--- config.mk ---
export PLATFORM = sky130hd
export DESIGN_NAME = plq_cell
export DESIGN_NICKNAME = d
export VERILOG_FILES = /design/src/rtl/core/plq_pkg.sv /design/src/rtl/core/plq_cell.sv
export SDC_FILE = /design/constraint.sdc
export NUM_CORES = 1
export LEC_CHECK = 0
export ABC_AREA = 1
export ABC_CLOCK_PERIOD_IN_PS = 1000
export BUFFER_PORTS_ARGS = -buffer_cell sky130_fd_sc_hd__buf_2
export CAP_MARGIN = 20
export CORE_MARGIN = 2
export CORE_UTILIZATION = 34
export CTS_CLUSTER_SIZE = 24
export DETAILED_ROUTE_END_ITERATION = 6
export GPL_TIMING_DRIVEN = 0
export PLACE_DENSITY = 0.76
export SYNTH_ARGS = -nofsm -noshare
export SYNTH_HDL_FRONTEND = slang
export SYNTH_SLANG_ARGS = --single-unit
export TNS_END_PERCENT = 1
--- constraint.sdc ---
create_clock -name clk -period 1 [get_ports clk]
set_input_delay 0.1 -clock clk [delete_from_list [all_inputs] [get_ports clk]]
set_output_delay 0.1 -clock clk [all_outputs]
set_load 0.02 [all_outputs]
--- src/rtl/core/plq_pkg.sv ---
package plq_pkg;

  // Sizes
  localparam int CAP_DEF = 128;
  localparam int COORD_W = 16;
  localparam int COUNT_W = 8;

  // Request codes
  localparam logic [1:0] REQ_APPEND = 2'd0;
  localparam logic [1:0] REQ_REMOVE = 2'd1;
  localparam logic [1:0] REQ_DROP   = 2'd2;
  localparam logic [1:0] REQ_CLEAR  = 2'd3;

  // Request as it enters the block
  typedef struct packed {
    logic [1:0]                req_type;
    logic signed [COORD_W-1:0] coord_x;
    logic signed [COORD_W-1:0] coord_y;
  } in_item_t;

  // Result as it leaves the block
  typedef struct packed {
    logic                      ok;
    logic signed [COORD_W-1:0] head_x;
    logic signed [COORD_W-1:0] head_y;
    logic [COUNT_W-1:0]        count;
  } out_item_t;

  // Per-cell update control
  typedef struct packed {
    logic load_pt;
    logic shift;
  } cell_ctl_t;

endpackage

--- src/rtl/core/plq_cell.sv ---
module plq_cell (
  input  logic                           clk,
  input  plq_pkg::cell_ctl_t             ctl,
  input  logic [plq_pkg::COORD_W-1:0]    pt_x,
  input  logic [plq_pkg::COORD_W-1:0]    pt_y,
  input  logic [plq_pkg::COORD_W-1:0]    nbr_x,
  input  logic [plq_pkg::COORD_W-1:0]    nbr_y,
  output logic [plq_pkg::COORD_W-1:0]    x,
  output logic [plq_pkg::COORD_W-1:0]    y,
  output logic                           match
);
  import plq_pkg::*;

  logic [COORD_W-1:0] x_r;
  logic [COORD_W-1:0] y_r;

  // Load the new point, or take the neighbor's point toward the head
  always_ff @(posedge clk) begin
    if (ctl.load_pt) begin
      x_r <= pt_x;
      y_r <= pt_y;
    end else if (ctl.shift) begin
      x_r <= nbr_x;
      y_r <= nbr_y;
    end
  end

  // Compare the held point against the request point
  assign match = (x_r == pt_x) && (y_r == pt_y);
  assign x     = x_r;
  assign y     = y_r;

endmodule

==> results_dict.tcl <==
set metrics [dict create \
    worstMarginPinSlew_ns 0.476 \
    initial_core_util 0.356 \
    setup_ws_ns -0.551 \
    cp_max_fo 3 \
    groute.usage.overall 0.158 \
    grt_pass1_wl_um 7830 \
    cp_num_cells 8 \
    cts_buffers 5 \
    hp-class "input pin to flip-flop" \
    drt_iter0_drc 84 \
    powerDensity_nw_per_um2 1360 \
    area_delta_synth_final_pct 35.1 \
    diodes 0 \
    drcViolationCount 0 \
    die_h_um 80.4 \
    power_mw 3.65 \
    cts_tree "built" \
    grt_max_degree 33 \
    crit_chain "nand2_1, nand2_1, nor2_1, nand2_1, nor2_2, nand2_2, nor2_4, buf_6" \
    clockBufferDepth 2 \
    first_pass_iters 5 \
    drv_slew 0 \
    post-route-period-util 1.55 \
    rsz0062_at_grt "true" \
    die_area_sq_um 6470 \
    core_area_sq_um 5570 \
    fin_crit_ns 1.55 \
    hold_start "nbr_x[13]" \
    worstSetupPathType "flip-flop to output pin" \
    synth_cell_types 11 \
    maxSlewHeadroom 0.683 \
    syn_area_sq_um 1990 \
    fin_util 0.481 \
    fp.dieW_um 80.4 \
    drive_above_1_share 0.303 \
    postCtsSetupRepairBufs 0 \
    final_area_sq_um 2680 \
    rows 27 \
    drv_cap 0 \
    cts_hold_buffers 0 \
    crit_required_ns 0.90 \
    clockRootBuffer "clkbuf_8" \
    setup_viol 1 \
    vias 2027 \
    ys.warnings.count 0 \
    routedWlPerCell_um 10.8 \
    finalHoldViolCount 0 \
    syn_inst 286 \
    cp-startpoint "x[0]" \
    final_nets 459 \
    crit_arrival_ns 1.45 \
    peakVddDrop_mv 0.682 \
    path_delay_family "simple AND/OR/NAND/NOR gates" \
    max_stage_delay_ns 0.41 \
    syn_nets 353 \
    leakage_nw 1.54 \
    end_kind "output pin" \
    gp_congestion 0.726 \
    ios 100 \
    viasPerCell 4.36 \
    cts_sinks 32 \
    clkSlewWorstSetupHoldPaths_ns 0.07 \
    status "finished, violations left" \
    antenna_left 0 \
    hold_path_depth 3 \
    grt_overflow_total 0 \
    antenna_found_initial 0 \
    cp_num_buf_inv 1 \
    avgSynthCellArea_sq_um 6.95 \
    finalSetupTns_ns -0.551 \
    worst_path_most_repeated_cell "nand2_1" \
    worstSetupStartpointType "flip-flop" \
    wirelength_um 5040 \
    slowest_stage "edfxtp_1" \
    place_ws_ns -0.350 \
    violations "negative setup slack" \
    grt_pass1_vias 1803 \
    placed_cell_area_sq_um 2580 \
    portBuffers 99 \
    ys_seq_elements 32 \
    htree_levels 2 \
    dp_hpwl_um 3880 \
    max_freq_mhz 645 \
    ys_seq_area_frac 0.484 \
]
synth_stat cells:
master | n | share of area
or2_2 | 1 | 0.0032
o21ai_1 | 19 | 0.048
buf_2 | 4 | 0.010
o21ai_0 | 9 | 0.023
edfxtp_1 | 32 | 0.48
nor2_1 | 23 | 0.043
xor2_1 | 3 | 0.013
buf_6 | 2 | 0.011
inv_1 | 57 | 0.11
nand2_1 | 135 | 0.26
inv_2 | 1 | 0.0019
layout by cell type (no fill, tap or decap):
| master | netlist | final |
|---|---|---|
| or2_4 | 0 | 1 |
| nor2_1 | 23 | 18 |
| edfxtp_1 | 32 | 32 |
| o21ai_0 | 9 | 9 |
| xor2_1 | 3 | 3 |
| clkinv_1 | 0 | 1 |
| buf_6 | 2 | 3 |
| nand2_2 | 0 | 2 |
| nor2_4 | 0 | 1 |
| inv_1 | 57 | 57 |
| o21ai_1 | 19 | 19 |
| inv_2 | 1 | 1 |
| buf_2 | 4 | 102 |
| nand2_1 | 135 | 133 |
| clkbuf_8 | 0 | 5 |
| nor2_2 | 0 | 4 |
| clkbuf_1 | 0 | 2 |
sequential cells by signal, summed over array words and instances (netlist names):
signal	count
y	16
x	16
routing by layer:
metal | routed length [um] | track usage | vias up
li1 | - | - | 1070
met1 | 2280 | 0.190 | 888
met2 | 2420 | 0.280 | 63
met3 | 288 | 0.0360 | 6
met4 | 53 | 0.0458 | 0
met5 | 0 | 0 | -
per-stage QoR:
step	instances	hold WS, ns
finish	465	0.0848
global route	465	0.0963
CTS	465	0.0729
detailed placement	457	0.374
global placement	457	0.372
floorplan	286	0.279
power by group:
part           leakage (nW)  switching, mW  internal, mW
combinational          1.17          0.580         0.362
sequential            0.330          0.105          1.66
clock                0.0399          0.463         0.484
total                  1.54           1.15          2.50
worst paths after layout:
kind	end	slack, ns
min	x[13]	0.08
max	match	-0.55
layout make-up:
class / count / area [sq um]
fill: 562 / 2890
sequential: 32 / 961
multi-input combinational: 190 / 791
timing repair buffer: 99 / 502
inverter: 58 / 218
tap: 72 / 90.1
clock buffer: 7 / 76.3
buffer: 6 / 42.5
clock inverter: 1 / 3.75
cell families after synthesis:
kind of cell / synth area share
buffers and inverters: 0.131
DFF: 0.484
and+or+nand+nor: 0.302
xor gates and xnor gates: 0.0132
AOI/OAI and AO/OA: 0.0705
repair_timing:
item	CTS	global route
setup endpoints to repair	34	18
gates resized for setup	7	2
pin swaps	10	4
No activity file was read; power rests on OpenSTA's default activity.
